`src/design/uoa_pkg.sv`:
```
`default_nettype none
// ----------------------------------------------------------------------------
// uoa_pkg: shared types and constants for the undocumented opcode ALU
// Operation codes, status bit positions, fix-up constants and the item and
// result records passed between the pipeline registers and the datapath.
// ----------------------------------------------------------------------------
package uoa_pkg;

    // Operation codes as presented on s_kind. Codes above KIND_XXA act as NOP.
    typedef enum logic [4:0] {
        KIND_ANC = 5'd0,
        KIND_ARR = 5'd1,
        KIND_ASR = 5'd2,
        KIND_DCP = 5'd3,
        KIND_ISC = 5'd4,
        KIND_LAS = 5'd5,
        KIND_LAX = 5'd6,
        KIND_LXA = 5'd7,
        KIND_NOP = 5'd8,
        KIND_RLA = 5'd9,
        KIND_RRA = 5'd10,
        KIND_SAX = 5'd11,
        KIND_SBX = 5'd12,
        KIND_SHA = 5'd13,
        KIND_SHS = 5'd14,
        KIND_SHX = 5'd15,
        KIND_SHY = 5'd16,
        KIND_SRE = 5'd17,
        KIND_XXA = 5'd18
    } uoa_kind_t;

    // Bit positions in the status byte.
    localparam int unsigned FLAG_N = 7;
    localparam int unsigned FLAG_V = 6;
    localparam int unsigned FLAG_D = 3;
    localparam int unsigned FLAG_Z = 1;
    localparam int unsigned FLAG_C = 0;

    // Magic constant ORed into A by the unstable LXA and XXA operations.
    localparam logic [7:0] LXA_MAGIC     = 8'hEE;
    // Decimal adjust for one BCD digit and the largest legal digit.
    localparam logic [3:0] BCD_ADJ       = 4'h6;
    localparam logic [4:0] BCD_DIGIT_MAX = 5'd9;
    // ARR decimal fix-up: threshold on a rounded-up nibble and high-digit adjust.
    localparam logic [4:0] ARR_FIX_LIMIT = 5'd5;
    localparam logic [7:0] ARR_HI_ADJ    = 8'h60;

    typedef struct packed {
        logic [4:0]  kind;
        logic [7:0]  acc_in;
        logic [7:0]  xreg_in;
        logic [7:0]  yreg_in;
        logic [7:0]  stack_in;
        logic [7:0]  status_in;
        logic [7:0]  operand;
        logic [15:0] base_address;
    } uoa_item_t;

    typedef struct packed {
        logic [7:0]  acc_out;
        logic [7:0]  xreg_out;
        logic [7:0]  stack_out;
        logic [7:0]  status_out;
        logic        write_enable;
        logic [15:0] write_address;
        logic [7:0]  write_data;
    } uoa_result_t;

endpackage
`default_nettype wire

```
`src/design/uoa_exec.sv`:
```
`default_nettype none
// ----------------------------------------------------------------------------
// uoa_exec: combinational datapath for the undocumented opcode ALU
// Computes the new registers, status byte and memory write for one item.
// ----------------------------------------------------------------------------
module uoa_exec
    import uoa_pkg::*;
(
    input  uoa_item_t   item,
    output uoa_result_t result
);

    logic        c_in;
    logic [7:0]  hi1;
    logic [15:0] addr_y;
    logic [15:0] addr_x;
    logic [7:0]  m_dec;
    logic [7:0]  m_inc;
    logic [7:0]  m_rol;
    logic [7:0]  m_ror;
    logic [7:0]  m_lsr;
    logic [7:0]  and_ax;
    logic [7:0]  and_am;
    logic [7:0]  dcp_diff;
    logic [7:0]  sbx_diff;

    // SBC on the incremented operand (ISC).
    logic        sbc_b;
    logic [8:0]  sbc_diff;
    logic [4:0]  sbc_al0;
    logic [4:0]  sbc_ah0;
    logic [3:0]  sbc_al;
    logic [3:0]  sbc_ah;
    logic        sbc_v;
    logic [7:0]  sbc_res;

    // ADC on the rotated operand (RRA); carry in is the bit rotated out.
    logic        adc_ci;
    logic [8:0]  adc_sum;
    logic [4:0]  adc_al0;
    logic [5:0]  adc_al;
    logic [4:0]  adc_ah0;
    logic [5:0]  adc_ah;

    // ARR.
    logic [7:0]  arr_r0;
    logic [7:0]  arr_r1;
    logic        arr_lo_fix;
    logic        arr_hi_fix;

    logic [7:0]  a;
    logic [7:0]  st;

    assign c_in     = item.status_in[FLAG_C];
    assign hi1      = item.base_address[15:8] + 8'd1;
    assign addr_y   = item.base_address + {8'h00, item.yreg_in};
    assign addr_x   = item.base_address + {8'h00, item.xreg_in};
    assign m_dec    = item.operand - 8'd1;
    assign m_inc    = item.operand + 8'd1;
    assign m_rol    = {item.operand[6:0], c_in};
    assign m_ror    = {c_in, item.operand[7:1]};
    assign m_lsr    = {1'b0, item.operand[7:1]};
    assign and_ax   = item.acc_in & item.xreg_in;
    assign and_am   = item.acc_in & item.operand;
    assign dcp_diff = item.acc_in - m_dec;
    assign sbx_diff = and_ax - item.operand;

    assign sbc_b    = ~c_in;
    assign sbc_diff = {1'b0, item.acc_in} - {1'b0, m_inc} - {8'd0, sbc_b};
    assign sbc_al0  = {1'b0, item.acc_in[3:0]} - {1'b0, m_inc[3:0]} - {4'd0, sbc_b};
    assign sbc_ah0  = {1'b0, item.acc_in[7:4]} - {1'b0, m_inc[7:4]} - {4'd0, sbc_al0[4]};
    assign sbc_al   = sbc_al0[4] ? (sbc_al0[3:0] - BCD_ADJ) : sbc_al0[3:0];
    assign sbc_ah   = sbc_ah0[4] ? (sbc_ah0[3:0] - BCD_ADJ) : sbc_ah0[3:0];
    assign sbc_v    = (item.acc_in[7] ^ sbc_diff[7]) & (item.acc_in[7] ^ m_inc[7]);
    assign sbc_res  = item.status_in[FLAG_D] ? {sbc_ah, sbc_al} : sbc_diff[7:0];

    assign adc_ci   = item.operand[0];
    assign adc_sum  = {1'b0, item.acc_in} + {1'b0, m_ror} + {8'd0, adc_ci};
    assign adc_al0  = {1'b0, item.acc_in[3:0]} + {1'b0, m_ror[3:0]} + {4'd0, adc_ci};
    assign adc_al   = (adc_al0 > BCD_DIGIT_MAX) ? ({1'b0, adc_al0} + {2'b00, BCD_ADJ})
                                                : {1'b0, adc_al0};
    assign adc_ah0  = {1'b0, item.acc_in[7:4]} + {1'b0, m_ror[7:4]}
                      + {4'd0, (adc_al[5:4] != 2'b00)};
    assign adc_ah   = (adc_ah0 > BCD_DIGIT_MAX) ? ({1'b0, adc_ah0} + {2'b00, BCD_ADJ})
                                                : {1'b0, adc_ah0};

    assign arr_r0     = {c_in, and_am[7:1]};
    assign arr_lo_fix = ({1'b0, and_am[3:0]} + {4'd0, and_am[0]}) > ARR_FIX_LIMIT;
    assign arr_hi_fix = ({1'b0, and_am[7:4]} + {4'd0, and_am[4]}) > ARR_FIX_LIMIT;
    assign arr_r1     = arr_lo_fix ? {arr_r0[7:4], arr_r0[3:0] + BCD_ADJ} : arr_r0;

    always_comb begin
        result               = '0;
        result.acc_out       = item.acc_in;
        result.xreg_out      = item.xreg_in;
        result.stack_out     = item.stack_in;
        st                   = item.status_in;
        a                    = item.acc_in;
        case (item.kind)
            KIND_ANC: begin
                a         = and_am;
                st[FLAG_C] = and_am[7];
            end
            KIND_ARR: begin
                a          = arr_r0;
                st[FLAG_V] = and_am[6] ^ arr_r0[6];
                if (item.status_in[FLAG_D]) begin
                    a          = arr_hi_fix ? (arr_r1 + ARR_HI_ADJ) : arr_r1;
                    st[FLAG_C] = arr_hi_fix;
                end else begin
                    st[FLAG_C] = arr_r0[6];
                end
            end
            KIND_ASR: begin
                a          = {1'b0, and_am[7:1]};
                st[FLAG_C] = and_am[0];
            end
            KIND_DCP: begin
                result.write_enable = 1'b1;
                result.write_data   = m_dec;
                st[FLAG_C]          = item.acc_in >= m_dec;
            end
            KIND_ISC: begin
                result.write_enable = 1'b1;
                result.write_data   = m_inc;
                a                   = sbc_res;
                st[FLAG_V]          = sbc_v;
                st[FLAG_C]          = ~sbc_diff[8];
            end
            KIND_LAS: begin
                a                = item.operand & item.stack_in;
                result.xreg_out  = item.operand & item.stack_in;
                result.stack_out = item.operand & item.stack_in;
            end
            KIND_LAX: begin
                a               = item.operand;
                result.xreg_out = item.operand;
            end
            KIND_LXA: begin
                a               = (item.acc_in | LXA_MAGIC) & item.operand;
                result.xreg_out = (item.acc_in | LXA_MAGIC) & item.operand;
            end
            KIND_RLA: begin
                result.write_enable = 1'b1;
                result.write_data   = m_rol;
                a                   = item.acc_in & m_rol;
                st[FLAG_C]          = item.operand[7];
            end
            KIND_RRA: begin
                result.write_enable = 1'b1;
                result.write_data   = m_ror;
                if (item.status_in[FLAG_D]) begin
                    a          = {adc_ah[3:0], adc_al[3:0]};
                    st[FLAG_V] = (adc_ah0[3] ^ item.acc_in[7]) & ~(item.acc_in[7] ^ m_ror[7]);
                    st[FLAG_C] = adc_ah[5:4] != 2'b00;
                end else begin
                    a          = adc_sum[7:0];
                    st[FLAG_V] = ~(item.acc_in[7] ^ m_ror[7]) & (item.acc_in[7] ^ adc_sum[7]);
                    st[FLAG_C] = adc_sum[8];
                end
            end
            KIND_SAX: begin
                result.write_enable = 1'b1;
                result.write_data   = and_ax;
            end
            KIND_SBX: begin
                result.xreg_out = sbx_diff;
                st[FLAG_C]      = item.operand <= and_ax;
            end
            KIND_SHA: begin
                result.write_enable  = 1'b1;
                result.write_address = addr_y;
                result.write_data    = and_ax & hi1;
            end
            KIND_SHS: begin
                result.stack_out     = and_ax;
                result.write_enable  = 1'b1;
                result.write_address = addr_y;
                result.write_data    = and_ax & hi1;
            end
            KIND_SHX: begin
                result.write_enable  = 1'b1;
                result.write_address = addr_y;
                result.write_data    = item.xreg_in & hi1;
            end
            KIND_SHY: begin
                result.write_enable  = 1'b1;
                result.write_address = addr_x;
                result.write_data    = item.yreg_in & hi1;
            end
            KIND_SRE: begin
                result.write_enable = 1'b1;
                result.write_data   = m_lsr;
                a                   = item.acc_in ^ m_lsr;
                st[FLAG_C]          = item.operand[0];
            end
            KIND_XXA: begin
                a = (item.acc_in | LXA_MAGIC) & item.xreg_in & item.operand;
            end
            default: begin
                a = item.acc_in;
            end
        endcase

        // N and Z follow each op's binary result (DCP: the compare); ops not listed keep them.
        case (item.kind)
            KIND_ANC, KIND_ASR, KIND_LAS, KIND_LAX, KIND_LXA, KIND_RLA, KIND_SRE,
            KIND_XXA: begin
                st[FLAG_N] = a[7];
                st[FLAG_Z] = a == 8'h00;
            end
            KIND_ARR: begin
                st[FLAG_N] = c_in;
                st[FLAG_Z] = arr_r0 == 8'h00;
            end
            KIND_DCP: begin
                st[FLAG_N] = dcp_diff[7];
                st[FLAG_Z] = dcp_diff == 8'h00;
            end
            KIND_ISC: begin
                st[FLAG_N] = sbc_diff[7];
                st[FLAG_Z] = sbc_diff[7:0] == 8'h00;
            end
            KIND_RRA: begin
                if (item.status_in[FLAG_D]) begin
                    st[FLAG_N] = adc_ah0[3];
                    st[FLAG_Z] = adc_sum[7:0] == 8'h00;
                end else begin
                    st[FLAG_N] = adc_sum[7];
                    st[FLAG_Z] = adc_sum[7:0] == 8'h00;
                end
            end
            KIND_SBX: begin
                st[FLAG_N] = sbx_diff[7];
                st[FLAG_Z] = sbx_diff == 8'h00;
            end
            default: begin
                st = st;
            end
        endcase

        result.acc_out    = a;
        result.status_out = st;
    end

endmodule
`default_nettype wire

```
`src/design/undocumented_opcode_alu_unit.sv`:
```
`default_nettype none
// ----------------------------------------------------------------------------
// undocumented_opcode_alu_unit: execute stage for undocumented NMOS 6502 ops
// Two-register pipeline around the combinational datapath in uoa_exec.
// ----------------------------------------------------------------------------
// This unit executes the undocumented NMOS 6502 operations (ANC, ARR, ASR,
// DCP, ISC, LAS, LAX, LXA, NOP, RLA, RRA, SAX, SBX, SHA, SHS, SHX, SHY, SRE
// and XXA) on registers and an operand that the surrounding core has already
// fetched. Each input transaction carries the operation code, A, X, Y, S,
// the status byte, the operand byte and the unindexed base address; each
// output transaction carries the new A, X, S and status byte plus an
// optional memory write. Every input transaction produces exactly one output
// transaction, in order. The unit holds an input register and a result
// register with one level of combinational logic between them (a few 8- and
// 16-bit adders plus BCD adjust); an accepted transaction is held in the input
// register, and its result is registered in the result register before it
// appears on the m_ side. A new transaction can be accepted on every cycle
// as long as the m_ side keeps taking results. When the m_ side stalls, the
// two registers fill and s_ready drops after the second transaction is held.
// Read-modify-write ops and SAX report write_address as zero because the
// write goes back to the operand's own address; SH* ops store the register
// masked with the base high byte plus one at base plus index. Operation
// codes above 18 behave as NOP.
// ----------------------------------------------------------------------------
module undocumented_opcode_alu_unit
    import uoa_pkg::*;
(
    input  wire         aclk,
    input  wire         aresetn,

    input  wire         s_valid,
    output logic        s_ready,
    input  wire  [4:0]  s_kind,
    input  wire  [7:0]  s_acc_in,
    input  wire  [7:0]  s_xreg_in,
    input  wire  [7:0]  s_yreg_in,
    input  wire  [7:0]  s_stack_in,
    input  wire  [7:0]  s_status_in,
    input  wire  [7:0]  s_operand,
    input  wire  [15:0] s_base_address,

    output logic        m_valid,
    input  wire         m_ready,
    output logic [7:0]  m_acc_out,
    output logic [7:0]  m_xreg_out,
    output logic [7:0]  m_stack_out,
    output logic [7:0]  m_status_out,
    output logic        m_write_enable,
    output logic [15:0] m_write_address,
    output logic [7:0]  m_write_data
);

    logic        in_valid_reg;
    logic        in_valid_next;
    uoa_item_t   in_item_reg;
    logic        out_valid_reg;
    logic        out_valid_next;
    uoa_result_t out_result_reg;
    uoa_result_t exec_result;
    logic        in_load;
    logic        out_load;

    // When the input register is full, the result register loads if it is empty or
    // its transaction is taken in the same cycle; the input register drains into it.
    assign out_load = in_valid_reg && (!out_valid_reg || m_ready);
    assign s_ready  = !in_valid_reg || out_load;
    assign in_load  = s_valid && s_ready;

    always_comb begin
        in_valid_next = in_valid_reg;
        if (in_load) begin
            in_valid_next = 1'b1;
        end else if (out_load) begin
            in_valid_next = 1'b0;
        end
    end

    always_comb begin
        out_valid_next = out_valid_reg;
        if (out_load) begin
            out_valid_next = 1'b1;
        end else if (m_ready) begin
            out_valid_next = 1'b0;
        end
    end

    always_ff @(posedge aclk) begin
        if (!aresetn) begin
            in_valid_reg  <= 1'b0;
            out_valid_reg <= 1'b0;
        end else begin
            in_valid_reg  <= in_valid_next;
            out_valid_reg <= out_valid_next;
        end
    end

    // Payload registers carry no reset.
    always_ff @(posedge aclk) begin
        if (in_load) begin
            in_item_reg.kind         <= s_kind;
            in_item_reg.acc_in       <= s_acc_in;
            in_item_reg.xreg_in      <= s_xreg_in;
            in_item_reg.yreg_in      <= s_yreg_in;
            in_item_reg.stack_in     <= s_stack_in;
            in_item_reg.status_in    <= s_status_in;
            in_item_reg.operand      <= s_operand;
            in_item_reg.base_address <= s_base_address;
        end
        if (out_load) begin
            out_result_reg <= exec_result;
        end
    end

    uoa_exec u_exec (
        .item   (in_item_reg),
        .result (exec_result)
    );

    assign m_valid         = out_valid_reg;
    assign m_acc_out       = out_result_reg.acc_out;
    assign m_xreg_out      = out_result_reg.xreg_out;
    assign m_stack_out     = out_result_reg.stack_out;
    assign m_status_out    = out_result_reg.status_out;
    assign m_write_enable  = out_result_reg.write_enable;
    assign m_write_address = out_result_reg.write_address;
    assign m_write_data    = out_result_reg.write_data;

    // Reset empties both pipeline registers.
    assert property (@(posedge aclk) !aresetn |=> !in_valid_reg && !out_valid_reg)
        else $error("pipeline not empty after reset");

    // An accepted transaction always lands in the input register.
    assert property (@(posedge aclk) disable iff (!aresetn)
        s_valid && s_ready |=> in_valid_reg)
        else $error("accepted transaction lost at input register");

    // A held input transaction keeps its contents while the result side stalls.
    assert property (@(posedge aclk) disable iff (!aresetn)
        in_valid_reg && out_valid_reg && !m_ready |=> in_valid_reg && $stable(in_item_reg))
        else $error("input register changed while stalled");

    // A nonzero write address only ever comes with a write.
    assert property (@(posedge aclk) disable iff (!aresetn)
        out_valid_reg && (out_result_reg.write_address != 16'h0000)
        |-> out_result_reg.write_enable)
        else $error("write address without write enable");

    // A result handed on from the input register shows up as valid.
    assert property (@(posedge aclk) disable iff (!aresetn)
        out_load |=> out_valid_reg)
        else $error("result register dropped a transaction");

endmodule
`default_nettype wire
```
`config.mk`:
```
export PLATFORM = sky130hd
export DESIGN_NAME = undocumented_opcode_alu_unit
export DESIGN_NICKNAME = d
export VERILOG_FILES = /design/src/design/uoa_pkg.sv /design/src/design/uoa_exec.sv /design/src/design/undocumented_opcode_alu_unit.sv
export SDC_FILE = /design/constraint.sdc
export NUM_CORES = 1
export LEC_CHECK = 0
export ABC_AREA = 1
export BUFFER_PORTS_ARGS = -buffer_cell sky130_fd_sc_hd__buf_2
export CORE_UTILIZATION = 45
export CTS_CLUSTER_DIAMETER = 150
export DETAILED_ROUTE_END_ITERATION = 8
export HOLD_SLACK_MARGIN = 0.15
export MAX_ROUTING_LAYER = met4
export PLACE_DENSITY_LB_ADDON = 0.2
export SLEW_MARGIN = 20
export SYNTH_ARGS = -nofsm -noshare
export SYNTH_HDL_FRONTEND = slang
export SYNTH_SLANG_ARGS = --single-unit
```
`constraint.sdc`:
```
create_clock -name aclk -period 5.7 [get_ports aclk]
set_input_delay 0.855 -clock aclk [delete_from_list [all_inputs] [get_ports aclk]]
set_output_delay 0.855 -clock aclk [all_outputs]
set_load 0.02 [all_outputs]
```
; Word level (Yosys, flattened, before mapping)
; Cells that the tools add are included.
[classes]
n_mux = 27
bitwise_logic = 23
magnitude_cmp = 6
n_eq_ne = 17
n_reduce_logical = 21
n_addsub = 27
[ops]
columns = op, n
row1 = 8-bit one-hot mux with 11 select lines, 1
row2 = 8-bit AND, 10
row3 = 8-bit one-hot mux with 9 select lines, 1
row4 = 8-bit zero test, 6
row5 = 5-bit by 4-bit equality test with 1-bit output (second input constant), 7
row6 = 16-bit by 8-bit adder with 16-bit output, 2
row7 = 8-bit 2-to-1 mux, 4
row8 = 16-bit one-hot mux with 2 select lines, 1
row9 = 8-bit one-hot mux with 4 select lines, 1
row10 = 5-bit by 3-bit equality test with 1-bit output (second input constant), 4
row11 = 8-bit by 1-bit adder with 8-bit output (second input constant), 2
row12 = 8-bit one-hot mux with 2 select lines, 1
row13 = 8-bit subtractor, 2
row14 = 5-bit equality test (second input constant), 3
row15 = 5-bit by 3-bit adder with 6-bit output (second input constant), 2
row16 = 4-bit 2-to-1 mux, 3
row17 = 6-bit 2-to-1 mux, 2
row18 = 1-bit one-hot mux with 6 select lines, 2
row19 = 4-bit by 1-bit adder with 5-bit output, 2
row20 = 4-bit by 4-bit adder with 5-bit output, 2
row21 = 5-bit by 1-bit adder with 5-bit output, 2
row22 = 5-bit by 2-bit equality test with 1-bit output (second input constant), 2
row23 = 5-bit by 3-bit greater-than comparator with 1-bit output (second input constant), 2
row24 = 5-bit by 4-bit greater-than comparator with 1-bit output (second input constant), 2
row25 = 29 further kinds, 55
[word_totals]
ff_bits = 128
out_inout_bits = 59
word_cells = 138
inputBits = 73

; Depth between registers and ports, before layout
[logic_depth]
word_depth = 12
depth_mapped = 34
ltp_nobuf = 33

; Cells and area by module
; A second synthesis with hierarchy kept.
[unflattened]
cells_unflattened = 1144
area_unflattened_um2 = 9288.9
[by_module_without_submodules]
columns = mod, seq_area_each_um2, cells_each, area_each_um2, n_inst
row1 = uoa_exec, 0.0, 1005, 5410.2, 1
row2 = undocumented_opcode_alu_unit, 3823.7, 139, 3878.7, 1

; Least setup slack after synthesis
; No wires, ideal clock.
[synth_path]
path_type = register to register
from = register in_item_reg[16] in the netlist's numbering
to = register out_result_reg (netlist bit m_status_out[7]) (data pin)
arrival_time_ps = 4400
setup_ps = 265
stages_incl_launch_ff = 30
path_slack_ps = 1035
path_cell_list = edfxtp_1 -> clkinv_1 -> nor3_1 -> xor2_1 -> inv_1 -> ha_1 -> inv_1 -> ha_1 -> nand2_1 -> nand2_1 -> nand2_1 -> nand2_1 -> fa_1 -> inv_1 -> ha_1 -> inv_1 -> nand2_1 -> inv_1 -> fa_1 -> inv_1 -> ha_1 -> nand3b_1 -> nand2_1 -> nand3_1 -> nand2_1 -> nor2_1 -> nor2_1 -> nand4_1 -> nand2_1 -> a31oi_1
[synth_rtl]
columns = element, line
row1 = "start, declared", undocumented_opcode_alu_unit.sv:55  ; uoa_item_t in_item_reg;
row2 = "end signal, assigned", undocumented_opcode_alu_unit.sv:110  ; out_result_reg <= exec_result;
row3 = "end, declared", undocumented_opcode_alu_unit.sv:58  ; uoa_result_t out_result_reg;

==> flow_summary.ini <==
[critical_path]
reg2reg_depth = 30
path_class = reg2reg
r2r_end = m_status_out[1]
crit_path_frequent_cell = nand2_1
required_ps = 5990
crit_path_top_delay_cell = edfxtp_1
r2r-start = in_item_reg[17]
cp.arrival_ps = 5240
slowest_delay_ps = 570
startpoint = in_item_reg[17]
critPathCaptureType = register
reg2reg_slack_ps = 750
crit_fanout = 8
critPathLaunchType = register

[global_route]
grt_pass1_vias = 7905
overflow = 0
gr-usage-all-layers = 0.310
antenna_found_initial = 0
grt_pass1_wl_mm = 45.7
grt_max_degree = 70

[timing]
setup_viol = 0
rsz0062_at_grt = false
fmax_mhz = 202
relSlewSlack = 0.346
finalHoldWorstSlack_ps = 418
fin_crit_sh = 0.869
tns_ps = 0
worstMarginPinSlew_ps = 981
hold_viol = 0
clock-skew-final_ps = 14.5
period_minus_slack_ps = 4950
maxSlewViolCount = 0

[hold_path]
worstHoldStart = in_item_reg[28]
hold_depth = 0
hold_class = reg2reg
min_to = m_status_out[4]

[floorplanning]
num_io_pins = 132
dieArea_um2 = 20900
start_util = 0.464
die_y_um = 144
num_rows = 51
floorplan.core_area_um2 = 19700
die_w_um = 144

[routing]
drtIter0Drc = 1068
wl_per_cell_um = 20.0
dr_total_vias = 8697
first_pass_iters = 5
viasPerCell = 5.65
drc = 0
antenna_left = 0
totalWireLength_mm = 30.8

[placement]
io_buffers = 131
place_area_um2 = 10100
globalplace.congestion = 0.970
post-dp-hpwl_mm = 23.2

[synthesis]
synth.distinct_cells = 51
synth_edf_count = 126
synth_nets = 1261
yosysTopAreaCell = edfxtp_1
avgSynthCellArea_um2 = 8.19
synthArstFlopShare = 0
yosysWarnings = 0
synth_top_area_frac = 0.415
synth-seq-area-share = 0.419
synthFlopType = edfxtp_1
syn-instance-count = 1114
yosys-top-cells-area = edfxtp_1 (41%), nand2_1 (9.5%), ha_1 (8.8%)
syn-cell-area_um2 = 9130
synth_seq_cells = 128

[cts]
clkSlewWorstSetupHoldPaths_ps = 70
cts_setup_buffers = 0
cts_resized = 0
clock_path_buffers = 2
root_buffer = clkbuf_16
cts.sinks = 128
cts_made_buffers = 17
htreeDepth = 4
cts_hold_buf = 0
tritoncts = built
clock_latency_ps = 440

[cells_and_area]
final_common_cell = nand2_1
syn2layout_area_growth_pct = 17.8
final_nets = 1408
drive_gt1_frac = 0.159
largest_reg_flops = 69
mostFrequentLayoutCells = nand2_1 (231), inv_1 (160), buf_2 (131)
fin_area_um2 = 10800
insertedDiodeCount = 0

[job]
cap_violations = 0

[pwr]
ir_drop_v = 0.000194
power_density_nw_per_um2 = 278
p_leak_nw = 5.00

[status]
status = finished, final reports clean
[synth_stat cells (all sizes together), types with 4 or more instances]
master  count
nand2     232
inv       174
edfxtp    126
nor2      103
nand3      92
a21oi      75
o21ai      72
ha         64
nand4      28
xor2       20
nor3       18
o22ai      12
fa         10
a221oi      7
clkbuf      7
nand3b      7
o211ai      7
xnor2       7
buf         6
nor4        5
or2         4
[critical path, delay by kind of cell (launching register included)]
family                   cells  cell delay (ps)
adder cells (fa/ha/maj)      6             1800
AND/OR/NAND/NOR             15             1530
flip-flops                   1              570
buffers and inverters        6              410
XOR/XNOR                     2              360
AO/OA/AOI/OAI                1              130
[routing by layer]
metal	routed length [µm]	global-route usage
met5	0	-
met4	763	0.0992
met1	13700	0.430
met3	2330	0.0417
met2	14000	0.467
[worst max path at each step]
stage | to | cells past startpoint
after floorplan | m_status_out[7] | 29
after global placement | m_status_out[1] | 30
after detailed placement | m_status_out[1] | 29
after CTS | m_status_out[1] | 30
after global routing | m_status_out[1] | 30
final | m_status_out[1] | 30
[kinds of logic (layout without fill, tap and decap cells)]
family / after synthesis / count (layout) / share of synthesized area
flip-flops: 128 / 128 / 0.419
buffers and inverters: 188 / 348 / 0.0784
AND/OR/NAND/NOR: 493 / 493 / 0.238
AO/OA/AOI/OAI: 204 / 204 / 0.130
XOR/XNOR: 27 / 27 / 0.0259
adder cells (fa/ha/maj): 74 / 74 / 0.110
[stage by stage]
step           total power [W]  std cells   util  worst slack (ps)
2_1_floorplan          0.00165       1114      -              1030
3_3_place_gp           0.00186       1507  0.516               964
3_5_place_dp           0.00187       1507  0.516               856
4_1_cts                0.00299       1539  0.547               825
5_1_grt                0.00313       1539  0.547               367
6_report               0.00299       1539  0.547               748
[layout make-up]
type	instances	area, µm²
Sequential cell	128	3820
Inverter	175	657
Tap cell	265	332
Clock inverter	15	189
Fill cell	1904	8900
Multi-Input combinational cell	798	4600
Clock buffer	17	425
Timing Repair Buffer	141	731
[where the power goes]
part | internal, W | switching, W
clock | 0.000598 | 0.000530
combinational | 0.000244 | 0.000473
sequential | 0.00110 | 0.0000489
No activity file was read; power rests on OpenSTA's default activity.
